[src/rtl/sfsu_pkg.sv]
package sfsu_pkg;

  localparam int unsigned FrameBytes = 25;
  localparam int unsigned ChanCount  = 7;
  localparam int unsigned ChanWidth  = 11;
  localparam int unsigned DataBytes  = 10;
  localparam int unsigned OutWidth   = ((ChanCount * ChanWidth + 7) / 8) * 8;
  localparam int unsigned QueueDepth = 4;
  localparam int unsigned QueuePtrW  = $clog2(QueueDepth);
  localparam int unsigned QueueCntW  = $clog2(QueueDepth + 1);

  localparam logic [7:0] StartMark = 8'h0F;
  localparam logic [3:0] EndMark   = 4'h4;

  // Frame bytes 1 to 10 of a matched window, byte 1 at index 0.
  typedef logic [DataBytes-1:0][7:0] frame_data_t;

  typedef struct packed {
    logic full;
    logic empty;
  } queue_stat_t;

endpackage

[src/rtl/sfsu_front.sv]
module sfsu_front
  import sfsu_pkg::*;
(
  input  logic        clk_i,
  input  logic        rst_ni,
  input  logic        rx_valid_i,
  output logic        rx_ready_o,
  input  logic [7:0]  rx_byte_i,
  input  queue_stat_t q_stat_i,
  output logic        push_o,
  output frame_data_t push_data_o
);

  logic [7:0] win_q [FrameBytes];
  logic [7:0] win_d [FrameBytes];
  logic       accept;
  logic       match;

  assign rx_ready_o = !q_stat_i.full;
  assign accept     = rx_valid_i && rx_ready_o;

  // Test the window as it stands after this byte is shifted in.
  assign match  = (win_q[1] == StartMark) && (rx_byte_i[3:0] == EndMark);
  assign push_o = accept && match;

  always_comb begin
    for (int i = 0; i < DataBytes; i++) begin
      push_data_o[i] = win_q[i + 2];
    end
  end

  always_comb begin
    for (int i = 0; i < FrameBytes - 1; i++) begin
      win_d[i] = win_q[i + 1];
    end
    win_d[FrameBytes - 1] = rx_byte_i;
  end

  always_ff @(posedge clk_i or negedge rst_ni) begin
    if (!rst_ni) begin
      for (int i = 0; i < FrameBytes; i++) begin
        win_q[i] <= 8'h00;
      end
    end else if (accept) begin
      for (int i = 0; i < FrameBytes; i++) begin
        win_q[i] <= win_d[i];
      end
    end
  end

endmodule

[src/rtl/sfsu_queue.sv]
module sfsu_queue
  import sfsu_pkg::*;
(
  input  logic        clk_i,
  input  logic        rst_ni,
  input  logic        push_i,
  input  frame_data_t push_data_i,
  input  logic        pop_i,
  output frame_data_t pop_data_o,
  output queue_stat_t stat_o
);

  frame_data_t          mem_q [QueueDepth];
  logic [QueuePtrW-1:0] wr_ptr_q, wr_ptr_d;
  logic [QueuePtrW-1:0] rd_ptr_q, rd_ptr_d;
  logic [QueueCntW-1:0] cnt_q, cnt_d;
  logic                 do_push;
  logic                 do_pop;

  assign stat_o.full  = (cnt_q == QueueCntW'(QueueDepth));
  assign stat_o.empty = (cnt_q == '0);
  assign do_push      = push_i && !stat_o.full;
  assign do_pop       = pop_i && !stat_o.empty;
  assign pop_data_o   = mem_q[rd_ptr_q];

  always_comb begin
    wr_ptr_d = do_push ? wr_ptr_q + 1'b1 : wr_ptr_q;
    rd_ptr_d = do_pop ? rd_ptr_q + 1'b1 : rd_ptr_q;
    cnt_d    = cnt_q;
    if (do_push && !do_pop) begin
      cnt_d = cnt_q + 1'b1;
    end else if (do_pop && !do_push) begin
      cnt_d = cnt_q - 1'b1;
    end
  end

  always_ff @(posedge clk_i) begin
    if (do_push) begin
      mem_q[wr_ptr_q] <= push_data_i;
    end
  end

  always_ff @(posedge clk_i or negedge rst_ni) begin
    if (!rst_ni) begin
      wr_ptr_q <= '0;
      rd_ptr_q <= '0;
      cnt_q    <= '0;
    end else begin
      wr_ptr_q <= wr_ptr_d;
      rd_ptr_q <= rd_ptr_d;
      cnt_q    <= cnt_d;
    end
  end

endmodule

[src/rtl/sfsu_back.sv]
module sfsu_back
  import sfsu_pkg::*;
(
  input  logic                clk_i,
  input  logic                rst_ni,
  input  queue_stat_t         q_stat_i,
  input  frame_data_t         q_data_i,
  output logic                pop_o,
  output logic                out_valid_o,
  input  logic                out_ready_i,
  output logic [OutWidth-1:0] out_data_o
);

  logic                         out_valid_q, out_valid_d;
  logic [OutWidth-1:0]          out_data_q, out_data_d;
  logic [ChanCount*ChanWidth-1:0] chans;
  logic [7:0]                   b [DataBytes];

  always_comb begin
    for (int i = 0; i < DataBytes; i++) begin
      b[i] = q_data_i[i];
    end
  end

  // Little-endian 11-bit unpack of frame bytes 1 to 10 (b[0] is byte 1).
  assign chans[0*ChanWidth +: ChanWidth] = {b[1][2:0], b[0]};
  assign chans[1*ChanWidth +: ChanWidth] = {b[2][5:0], b[1][7:3]};
  assign chans[2*ChanWidth +: ChanWidth] = {b[4][0], b[3], b[2][7:6]};
  assign chans[3*ChanWidth +: ChanWidth] = {b[5][3:0], b[4][7:1]};
  assign chans[4*ChanWidth +: ChanWidth] = {b[6][6:0], b[5][7:4]};
  assign chans[5*ChanWidth +: ChanWidth] = {b[8][1:0], b[7], b[6][7]};
  assign chans[6*ChanWidth +: ChanWidth] = {b[9][4:0], b[8][7:2]};

  // Refill the output register whenever it is empty or being drained.
  assign pop_o = !q_stat_i.empty && (!out_valid_q || out_ready_i);

  always_comb begin
    out_valid_d = out_valid_q;
    out_data_d  = out_data_q;
    if (pop_o) begin
      out_valid_d = 1'b1;
      out_data_d  = OutWidth'(chans);
    end else if (out_ready_i) begin
      out_valid_d = 1'b0;
    end
  end

  always_ff @(posedge clk_i or negedge rst_ni) begin
    if (!rst_ni) begin
      out_valid_q <= 1'b0;
    end else begin
      out_valid_q <= out_valid_d;
    end
  end

  always_ff @(posedge clk_i) begin
    out_data_q <= out_data_d;
  end

  assign out_valid_o = out_valid_q;
  assign out_data_o  = out_data_q;

endmodule

[src/rtl/sbus_frame_sync_channel_unpack_core.sv]
// S.BUS frame finder: takes one received byte per transaction on the slave side and keeps
// the last 25 bytes in a shift window. When the oldest byte is 0x0F and the low nibble of
// the newest byte is 0x04, one transaction leaves on the master side carrying the first
// seven 11-bit channels. Input runs at one byte per clock; a match passes through the queue
// and then the output register on its way to the master side. A four-entry queue between
// the match stage and the output register absorbs master-side stalls; the slave side stalls
// only when that queue is full.
module sbus_frame_sync_channel_unpack_core
  import sfsu_pkg::*;
(
  input  logic                clk_i,
  input  logic                rst_ni,
  input  logic                s_axis_tvalid_i,
  output logic                s_axis_tready_o,
  input  logic [7:0]          s_axis_tdata_i,  // [7:0] rx_byte
  output logic                m_axis_tvalid_o,
  input  logic                m_axis_tready_i,
  // [10:0] chan0, [21:11] chan1, [32:22] chan2, [43:33] chan3,
  // [54:44] chan4, [65:55] chan5, [76:66] chan6, [79:77] zero
  output logic [OutWidth-1:0] m_axis_tdata_o
);

  queue_stat_t q_stat;
  logic        push;
  logic        pop;
  frame_data_t push_data;
  frame_data_t pop_data;

  sfsu_front u_front (
    .clk_i      (clk_i),
    .rst_ni     (rst_ni),
    .rx_valid_i (s_axis_tvalid_i),
    .rx_ready_o (s_axis_tready_o),
    .rx_byte_i  (s_axis_tdata_i),
    .q_stat_i   (q_stat),
    .push_o     (push),
    .push_data_o(push_data)
  );

  sfsu_queue u_queue (
    .clk_i      (clk_i),
    .rst_ni     (rst_ni),
    .push_i     (push),
    .push_data_i(push_data),
    .pop_i      (pop),
    .pop_data_o (pop_data),
    .stat_o     (q_stat)
  );

  sfsu_back u_back (
    .clk_i      (clk_i),
    .rst_ni     (rst_ni),
    .q_stat_i   (q_stat),
    .q_data_i   (pop_data),
    .pop_o      (pop),
    .out_valid_o(m_axis_tvalid_o),
    .out_ready_i(m_axis_tready_i),
    .out_data_o (m_axis_tdata_o)
  );

endmodule

[config.mk]
export PLATFORM = sky130hd
export DESIGN_NAME = sbus_frame_sync_channel_unpack_core
export DESIGN_NICKNAME = d
export VERILOG_FILES = /design/src/rtl/sfsu_pkg.sv /design/src/rtl/sfsu_front.sv /design/src/rtl/sfsu_queue.sv /design/src/rtl/sfsu_back.sv /design/src/rtl/sbus_frame_sync_channel_unpack_core.sv
export SDC_FILE = /design/constraint.sdc
export NUM_CORES = 1
export LEC_CHECK = 0
export BUFFER_PORTS_ARGS = -buffer_cell sky130_fd_sc_hd__buf_2
export CORE_MARGIN = 2
export CORE_UTILIZATION = 45
export CTS_CLUSTER_SIZE = 14
export DETAILED_ROUTE_END_ITERATION = 16
export GPL_TIMING_DRIVEN = 0
export PLACE_DENSITY = 0.61
export SYNTH_ARGS = -nofsm -noshare
export SYNTH_HDL_FRONTEND = slang
export SYNTH_SLANG_ARGS = --single-unit
[constraint.sdc]
create_clock -name clk_i -period 9.45 [get_ports clk_i]
set_input_delay 1.4175 -clock clk_i [delete_from_list [all_inputs] [get_ports clk_i]]
set_output_delay 1.4175 -clock clk_i [all_outputs]
set_load 0.02 [all_outputs]
==> impl_metrics.json, run 1 <==
{
  "ys_types": 28,
  "die-area_um2": 48600,
  "worstSetupPathType": "input port to flip-flop",
  "slowest_stage": "and2_4",
  "grt_pass1_vias": 9332,
  "drc": 0,
  "end_kind": "flip-flop",
  "wl_per_cell_um": 19.6,
  "fin_crit_sh_pct": 35.1,
  "async_reset_ff_share_pct": 34.2,
  "hpwl_mm": 20.4,
  "post-route-min-period_ns": 3.32,
  "synth.most_common_cell": "edfxtp_1",
  "clock-sinks": 585,
  "cts_tree": "yes",
  "slew_violations": 0,
  "grt_usage_pct": 14.8,
  "synthTopCellsByCount": "385 x edfxtp_1, 200 x dfrtp_1, 180 x mux2_1",
  "cp.arrival_ns": 3.59,
  "dieWidth_um": 221,
  "synth_seq_cells": 585,
  "critPathMaxStageDelay_ns": 0.70,
  "antenna_found_initial": 0,
  "grt_remaining_overflow": 0,
  "irDropWorstVdd_mv": 0.171,
  "cp_top_family": "simple AND/OR/NAND/NOR gates",
  "relSlewSlack_pct": 47.8,
  "yosysWarnings": 0,
  "yosysTopAreaCell": "edfxtp_1",
  "postCtsHoldBufs": 0,
  "core_area_um2": 46500,
  "antenna_left": 0,
  "synth_top_area_share_pct": 54.8,
  "synth_area_leaders": "edfxtp_1 55%, dfrtp_1 24%, mux2_1 9.6%, mux4_2 8.2%, buf_6 0.96%",
  "via_per_inst": 5.10,
  "wl_mm": 34.3,
  "maxCapViolCount": 0,
  "fp.dieH_um": 221,
  "ys_seq_area_share_pct": 78.5,
  "clk_latency_ns": 0.60,
  "synth_area_um2": 21100,
  "rows": 79,
  "cts_buffers": 57,
  "start_util_pct": 45.4,
  "critPathBufInv": 2,
  "syn_to_final_growth_pct": 15.8,
  "synth_area_per_cell_um2": 22.6,
  "io_buffers": 90,
  "clock-root-buffer": "clkbuf_16",
  "cts_buffer_depth": 3,
  "fmax_ghz": 0.301,
  "crit_chain": "buf_2, or4b_1, nor4_4, and2_4, buf_16",
  "worst_slack_ns": 6.13,
  "finalSetupViolCount": 0,
  "worstMarginPinSlew_ns": 0.783,
  "hold_viol_final": 0,
  "required_ns": 9.72,
  "vias": 8920,
  "min_path_type": "flip-flop to flip-flop",
  "tns_ns": 0,
  "drt-initial-drc-count": 621,
  "hold_ws_ns": 0.477,
  "rsz0062_at_grt": "no",
  "synth-edff-count": 385,
  "path_clk_slew_ns": 0.06,
  "start_kind": "input port",
  "post-place-ws_ns": 5.44,
  "grt_pass1_wl_mm": 54.6,
  "drive_above_1_share_pct": 28.0,
  "cts_resized": 0,
  "report.power.total_mw": 7.69,
  "nets": 1109,
  "cp_max_fo": 42,
  "postSynthCellCount": 932,
  "gp_congestion": 0.677,
  "powerDensity_nw_per_um2": 315,
  "ctsHtreeMaxLevel": 2,
  "grt_start_max_net_pins": 103,
  "fin_skew_ns": 0.0142,
  "ioPinCount": 94,
  "leakage_nw": 9.09,
  "status": "completed",
  "postCtsSetupRepairBufs": 0,
  "synthFlopType": "edfxtp_1",
  "first_pass_iters": 5
}
==> metrics by stage <==
step,utilization (%),instance area [um2],std cells
6_report,52.6,24400,1748
5_1_grt,52.6,24400,1747
4_1_cts,52.6,24400,1747
3_5_place_dp,48.6,22600,1639
3_3_place_gp,48.0,22300,1631
2_1_floorplan,-,21100,934
==> area by class of cell <==
class / count / area [um2]
flip-flops and latches: 585 / 16600
clock buffers: 86 / 1690
clock inverters: 22 / 189
inverters: 6 / 22.5
multi-input cells: 301 / 4210
well taps: 607 / 759
plain buffers: 42 / 328
diodes: 1 / 2.50
fillers: 3660 / 22000
repair buffers: 98 / 673
==> metal layers <==
layer	vias up	global-route usage, %	part of all wire, %
li1	4014	-	-
met1	4715	20.4	45
met2	145	24.3	50
met3	46	3.12	4.1
met4	0	3.62	1.6
met5	-	0	0
==> worst register-to-register path, cell delays in order (launching register included) <==
cell     delay [ns]
dfrtp_1        0.40
or4b_4         0.55
nor4_4         0.45
and2_4         0.70
buf_16         0.32
==> report_power, final <==
group	total, mW	internal (mW)	switching [mW]
Combinational	1.52	0.756	0.767
Clock	2.22	1.29	0.932
Sequential	3.95	3.54	0.409
Total	7.69	5.58	2.11
==> state kept, by name (all words and copies together) (netlist names) <==
signal               flops
u_queue.mem_q          308
u_queue.rd_ptr_q         2
u_front.push_data_o     80
u_front.win_d          112
u_queue.cnt_q            3
u_back.out_valid_o       1
u_back.out_data_o       77
u_queue.wr_ptr_q         2
==> cell families after synthesis <==
group / count (synthesis) / synth area share [%]
muxes: 271 / 18.6
AOI/OAI and AO/OA: 2 / 0.0474
other: 1 / 0.0178
buffers and inverters: 48 / 1.66
and+or+nand+nor: 13 / 0.504
adders and majority gates: 6 / 0.391
DFF: 585 / 78.5
xor gates and xnor gates: 6 / 0.249
==> path summary, 6_finish.rpt <==
path | end | startpoint | depth (start not counted) | slack [ns]
worst max-delay path | u_queue.mem_q[2][61] | s_axis_tdata_i[1] | 5 | 6.13
worst min-delay path | u_front.win_d[81] | u_front.win_d[73] | 1 | 0.48
worst max register to register | u_queue.mem_q[2][61] | u_front.win_d[196] | 4 | 6.68
worst min register to register | u_front.win_d[81] | u_front.win_d[73] | 1 | 0.48
max in group asynchronous | u_front.push_data_o[11] | rst_ni | 2 | 7.59
min in group asynchronous | u_front.push_data_o[70] | rst_ni | 1 | 0.89
==> cell usage in the layout (no fill, tap or decap), drive strengths merged <==
cell      count
nor4          1
clkinv       17
nand2         2
xor2          3
nand4b        1
and2          4
or3b          1
clkbuf       94
mux4         77
fa            1
dfrtp       200
nor2          1
bufinv        2
inv           7
clkinvlp      2
or4b          2
ha            5
buf         132
edfxtp      385
mux2        194
diode         1
nor3          1
a21oi         1
o21ai         1
xnor2         3
conb          3
(Power assumes the default switching activity.)
==> run 2: changes to the inputs <==
==> constraint.sdc (replaced) <==
create_clock -name clk_i -period 3.23 [get_ports clk_i]
set_input_delay 0.4845 -clock clk_i [delete_from_list [all_inputs] [get_ports clk_i]]
set_output_delay 0.4845 -clock clk_i [all_outputs]
set_load 0.02 [all_outputs]
==> run 2 against run 1 <==
Net effect: sequential cell count unchanged; critical endpoint is now u_queue.mem_q[2][40]; critical path type is now flip-flop to flip-flop; via count about the same; critical path depth decreased by 1; first-iteration DRC count decreased by 14%.
==> impl_metrics.json, run 2 (synthesis results as in run 1) <==
{
  "cts_tree": "yes",
  "placed_cell_area_um2": 22600,
  "hpwl_mm": 20.3,
  "rrSetupSlack_ns": 0.47,
  "grt_pass1_wl_mm": 54.2,
  "postCtsSetupRepairBufs": 0,
  "hold_ws_ns": 0.0787,
  "grtUsageMet1_pct": 19.5,
  "worstHoldEndpoint": "u_back.out_valid_o",
  "final-instance-count-excl-fill": 1748,
  "wl_per_cell_um": 19.5,
  "antenna_found_initial": 0,
  "final_common_cell": "edfxtp_1",
  "fin_crit_sh_pct": 85.6,
  "clock-sinks": 585,
  "gp_congestion": 0.673,
  "rows": 79,
  "fmax_ghz": 0.362,
  "wl_mm": 34.0,
  "whs_path_depth": 2,
  "hold_viol_final": 0,
  "grt_remaining_overflow": 0,
  "num_antenna_cells": 0,
  "syn_to_final_growth_pct": 16.2,
  "first_pass_iters": 4,
  "largest_reg_flops": 308,
  "slew_violations": 0,
  "io_buffers": 90,
  "irDropWorstVdd_mv": 0.485,
  "vias": 8917,
  "post-place-ws_ns": 0.163,
  "start_kind": "flip-flop",
  "grt_start_max_net_pins": 107,
  "hp-start": "m_axis_tready_i",
  "rr_startpoint": "u_front.win_d[197]",
  "ctsHtreeMaxLevel": 2,
  "ioPinCount": 94,
  "drt-initial-drc-count": 533,
  "min_path_type": "input port to flip-flop",
  "worstMarginPinSlew_ns": 0.775,
  "cts_resized": 0,
  "maxCapViolCount": 0,
  "worstSetupPathType": "flip-flop to flip-flop",
  "r2r_end": "u_queue.mem_q[2][40]",
  "end_kind": "flip-flop",
  "report.power.total_mw": 22.6,
  "fp.dieH_um": 221,
  "finalSetupViolCount": 0,
  "path_clk_slew_ns": 0.06,
  "met2_usage_pct": 24.6,
  "final_util_pct": 52.8,
  "grt_usage_pct": 14.7,
  "cp.arrival_ns": 3.04,
  "drive_above_1_share_pct": 28.2,
  "multi_input_area_um2": 4210,
  "stdcell_area_um2": 24500,
  "fin_skew_ns": 0.0168,
  "grt_pass1_vias": 9399,
  "rsz0062_at_grt": "no",
  "drc": 0,
  "grt_busiest_layer": "met2",
  "cts_buffer_depth": 3,
  "post-route-min-period_ns": 2.76,
  "required_ns": 3.51,
  "max_flop_register": "u_queue.mem_q",
  "dp_cells": 1639,
  "cp_max_fo": 39,
  "leakage_nw": 9.12,
  "powerDensity_nw_per_um2": 924,
  "core_area_um2": 46500,
  "worst_slack_ns": 0.466,
  "clk_latency_ns": 0.60,
  "die-area_um2": 48600,
  "relSlewSlack_pct": 48.2,
  "layout_common_cells": "385 x edfxtp_1, 200 x dfrtp_1, 180 x mux2_1",
  "nets": 1110,
  "reg2reg_depth": 4,
  "grtUsageMet3_pct": 2.97,
  "tns_ns": 0,
  "clock-root-buffer": "clkbuf_16",
  "start_util_pct": 45.4,
  "status": "completed",
  "postCtsHoldBufs": 1,
  "dieWidth_um": 221,
  "nFillCells": 3651,
  "cts_buffers": 57,
  "seqCellArea_um2": 16600,
  "via_per_inst": 5.10,
  "antenna_left": 0
}
[run 2: cell count changes in the layout (fill, tap and decap cells not counted), sizes merged]
cell,change
bufinv,+2
clkbuf,-5
clkinv,+1
diode,-1
dlygate4sd3,+1
inv,+2
[run 2: worst max-delay path by stage]
stage                       startpoint                       to  depth (start not counted)
floorplan              m_axis_tready_i         u_queue.cnt_q[1]                          7
global placement                rst_ni  u_front.push_data_o[25]                          1
detailed placement   s_axis_tdata_i[1]     u_queue.mem_q[2][49]                          5
CTS                 u_front.win_d[197]     u_queue.mem_q[2][60]                          4
global route        u_front.win_d[197]     u_queue.mem_q[2][40]                          4
finish              u_front.win_d[197]     u_queue.mem_q[2][40]                          4
[run 2: worst max-delay path: stages, from the launching register on]
cell	delay, ns
dfrtp_1	0.38
or4b_4	0.56
nor4_4	0.45
and2_4	0.69
buf_16	0.32
[run 2: layout make-up]
cell class / instances / area share, %
Sequential cell: 585 / 67.6
Multi-Input combinational cell: 301 / 17.2
Clock buffer: 81 / 6.84
Tap cell: 607 / 3.10
Timing Repair Buffer: 99 / 2.79
Buffer: 42 / 1.34
Clock inverter: 27 / 1.09
Inverter: 6 / 0.0919
[run 2: per-layer routing]
metal | part of all wire [%] | vias up
met4 | 2.2 | 0
met3 | 3.5 | 66
met1 | 44 | 4710
met2 | 50 | 140
li1 | - | 4001
met5 | 0 | -
[run 2: report_power, final]
group	switching (mW)	internal, mW
Clock	2.73	3.94
Sequential	1.18	10.3
Combinational	2.24	2.21
==> run 3: changes to the inputs <==
--- a/config.mk
+++ b/config.mk
@@ -7,11 +7,11 @@
 export LEC_CHECK = 0
 export BUFFER_PORTS_ARGS = -buffer_cell sky130_fd_sc_hd__buf_2
 export CORE_MARGIN = 2
-export CORE_UTILIZATION = 45
+export CORE_UTILIZATION = 50
 export CTS_CLUSTER_SIZE = 14
 export DETAILED_ROUTE_END_ITERATION = 16
 export GPL_TIMING_DRIVEN = 0
-export PLACE_DENSITY = 0.61
+export PLACE_DENSITY = 0.67
 export SYNTH_ARGS = -nofsm -noshare
 export SYNTH_HDL_FRONTEND = slang
 export SYNTH_SLANG_ARGS = --single-unit
==> run 3 against run 2 <==
Net effect: register-to-register slack worse by 0.07 ns; fmax decreased by 2.4%; sequential cell count unchanged; critical path depth unchanged; die area is 9.8% lower; combinational power barely moved; worst hold slack got worse by 0.0027 ns; global-route usage up 1.2 points; highest routed layer unchanged.
==> impl_metrics.json, run 3 (synthesis results as in run 1) <==
{
  "syn_to_final_growth_pct": 15.2,
  "cts_buffer_depth": 3,
  "final_util_pct": 58.2,
  "relSlewSlack_pct": 43.6,
  "fin_skew_ns": 0.0160,
  "powerDensity_nw_per_um2": 923,
  "grt_pass1_wl_mm": 53.6,
  "clock-sinks": 585,
  "nets": 1110,
  "num_antenna_cells": 0,
  "finalSetupViolCount": 0,
  "wl_mm": 33.6,
  "layout_common_cells": "385 x edfxtp_1, 200 x dfrtp_1, 180 x mux2_1",
  "nFillCells": 2991,
  "crit_chain": "or4b_4, nor4_4, and2_4, buf_12",
  "hold_ws_ns": 0.0760,
  "wl_per_cell_um": 20.0,
  "grt_remaining_overflow": 0,
  "grt_start_max_net_pins": 119,
  "clk_latency_ns": 0.60,
  "hpwl_mm": 20.0,
  "ctsHtreeMaxLevel": 2,
  "p_sw_mw": 6.14,
  "hold_viol_final": 0,
  "fp.dieH_um": 209,
  "pwr-share-comb_pct": 19.8,
  "p_sw_share_pct": 27.4,
  "cts_resized": 0,
  "drt-initial-drc-count": 476,
  "via_per_inst": 5.32,
  "maxCapViolCount": 0,
  "first_pass_iters": 7,
  "status": "completed",
  "pwr-share-clk_pct": 28.8,
  "end_kind": "flip-flop",
  "slew_violations": 0,
  "drive_above_1_share_pct": 27.3,
  "clock-root-buffer": "clkbuf_16",
  "postCtsSetupRepairBufs": 0,
  "final_common_cell": "edfxtp_1",
  "gp_congestion": 0.703,
  "ioPinCount": 94,
  "rsz0062_at_grt": "no",
  "post-route-min-period_ns": 2.83,
  "seqPwrFrac_pct": 51.4,
  "critPathBufInv": 1,
  "leakage_nw": 9.06,
  "cp_top_family": "simple AND/OR/NAND/NOR gates",
  "cp_max_fo": 50,
  "power.internal_mw": 16.3,
  "grt_usage_pct": 15.9,
  "grt_pass1_vias": 9352,
  "max_flop_register": "u_queue.mem_q",
  "path_clk_slew_ns": 0.06,
  "critPathMaxStageDelay_ns": 0.76,
  "slowest_stage": "and2_4",
  "cts_tree": "yes",
  "report.power.total_mw": 22.4,
  "io_buffers": 90,
  "start_kind": "flip-flop",
  "worstSetupPathType": "flip-flop to flip-flop",
  "fmax_ghz": 0.353,
  "irDropWorstVdd_mv": 0.469,
  "cp.arrival_ns": 3.12,
  "rows": 75,
  "antenna_left": 0,
  "min_path_type": "input port to flip-flop",
  "core_area_um2": 41800,
  "worstMarginPinSlew_ns": 0.847,
  "vias": 8943,
  "fin_crit_sh_pct": 87.7,
  "largest_reg_flops": 308,
  "die-area_um2": 43800,
  "start_util_pct": 50.5,
  "required_ns": 3.52,
  "cts_buffers": 57,
  "dieWidth_um": 209,
  "antenna_found_initial": 0,
  "drc": 0
}
## run 3: cell count changes in the layout (fill, tap and decap cells not counted)
cell	before	now
inv_6	3	1
buf_12	1	5
clkinv_1	9	10
inv_16	0	1
clkbuf_8	16	8
clkinv_8	2	1
buf_16	7	3
bufinv_16	4	3
clkbuf_1	16	25
clkbuf_16	57	58
## run 3: area by class of cell
cell class	instances	area, um2	area share [%]
Buffer	42	328	1.35
Clock buffer	83	1630	6.69
Clock inverter	25	226	0.932
Inverter	6	22.5	0.0927
Multi-Input combinational cell	301	4210	17.3
Sequential cell	585	16600	68.2
Tap cell	539	674	2.78
Timing Repair Buffer	99	653	2.69
## run 3: worst reg2reg max path: cells and delay by family (launching register included)
kind | cells | cell delay [ns]
AND/OR/NAND/NOR | 3 | 1.76
flip-flops | 1 | 0.37
buffers and inverters | 1 | 0.35
## run 3: layer usage
metal | vias to the layer above | wire, um | share of wire [%] | global-route usage, %
met3 | 55 | 1310 | 3.9 | 2.69
met1 | 4733 | 14500 | 43 | 21.3
met4 | 0 | 715 | 2.1 | 5.02
met2 | 159 | 17100 | 51 | 26.9
met5 | - | 0 | 0 | 0
li1 | 3996 | - | - | -
## run 3: worst paths after layout
| kind | start | to | slack [ns] | cells after the start |
|---|---|---|---|---|
| min in group asynchronous | rst_ni | u_front.win_d[105] | 0.48 | 2 |
| max in group asynchronous | rst_ni | u_front.win_d[12] | 1.76 | 3 |
| worst min-delay path | m_axis_tready_i | u_back.out_valid_o | 0.08 | 2 |
| worst min register to register | u_front.win_d[98] | u_front.win_d[106] | 0.48 | 1 |
| worst max register to register | u_front.win_d[197] | u_queue.mem_q[2][41] | 0.40 | 4 |
| worst max-delay path | u_front.win_d[197] | u_queue.mem_q[2][41] | 0.40 | 4 |
## run 3: through the flow
| stage | std cells | TNS (ns) | setup WS [ns] | cell area [um2] |
|---|---|---|---|---|
| floorplan | 934 | 0 | 0.125 | 21100 |
| global placement | 1563 | -586.59 | -1.89 | 22200 |
| detailed placement | 1571 | 0 | 0.102 | 22400 |
| CTS | 1680 | 0 | 0.340 | 24300 |
| global route | 1680 | 0 | 0.275 | 24300 |
| finish | 1680 | 0 | 0.398 | 24300 |
## run 3: repair_timing
action | CTS | global route
hold buffers | 1 | 0
setup endpoints to repair | 0 | 0
hold endpoints to repair | 82 | 0
## run 3: power by group through the flow
stage / clock network (mW) / logic, mW / registers (mW)
floorplan: 0 / 2.84 / 11.8
global placement: 0 / 4.39 / 11.6
detailed placement: 0 / 4.55 / 11.7
CTS: 6.63 / 4.57 / 11.6
global route: 6.93 / 4.83 / 11.8
finish: 6.46 / 4.43 / 11.5
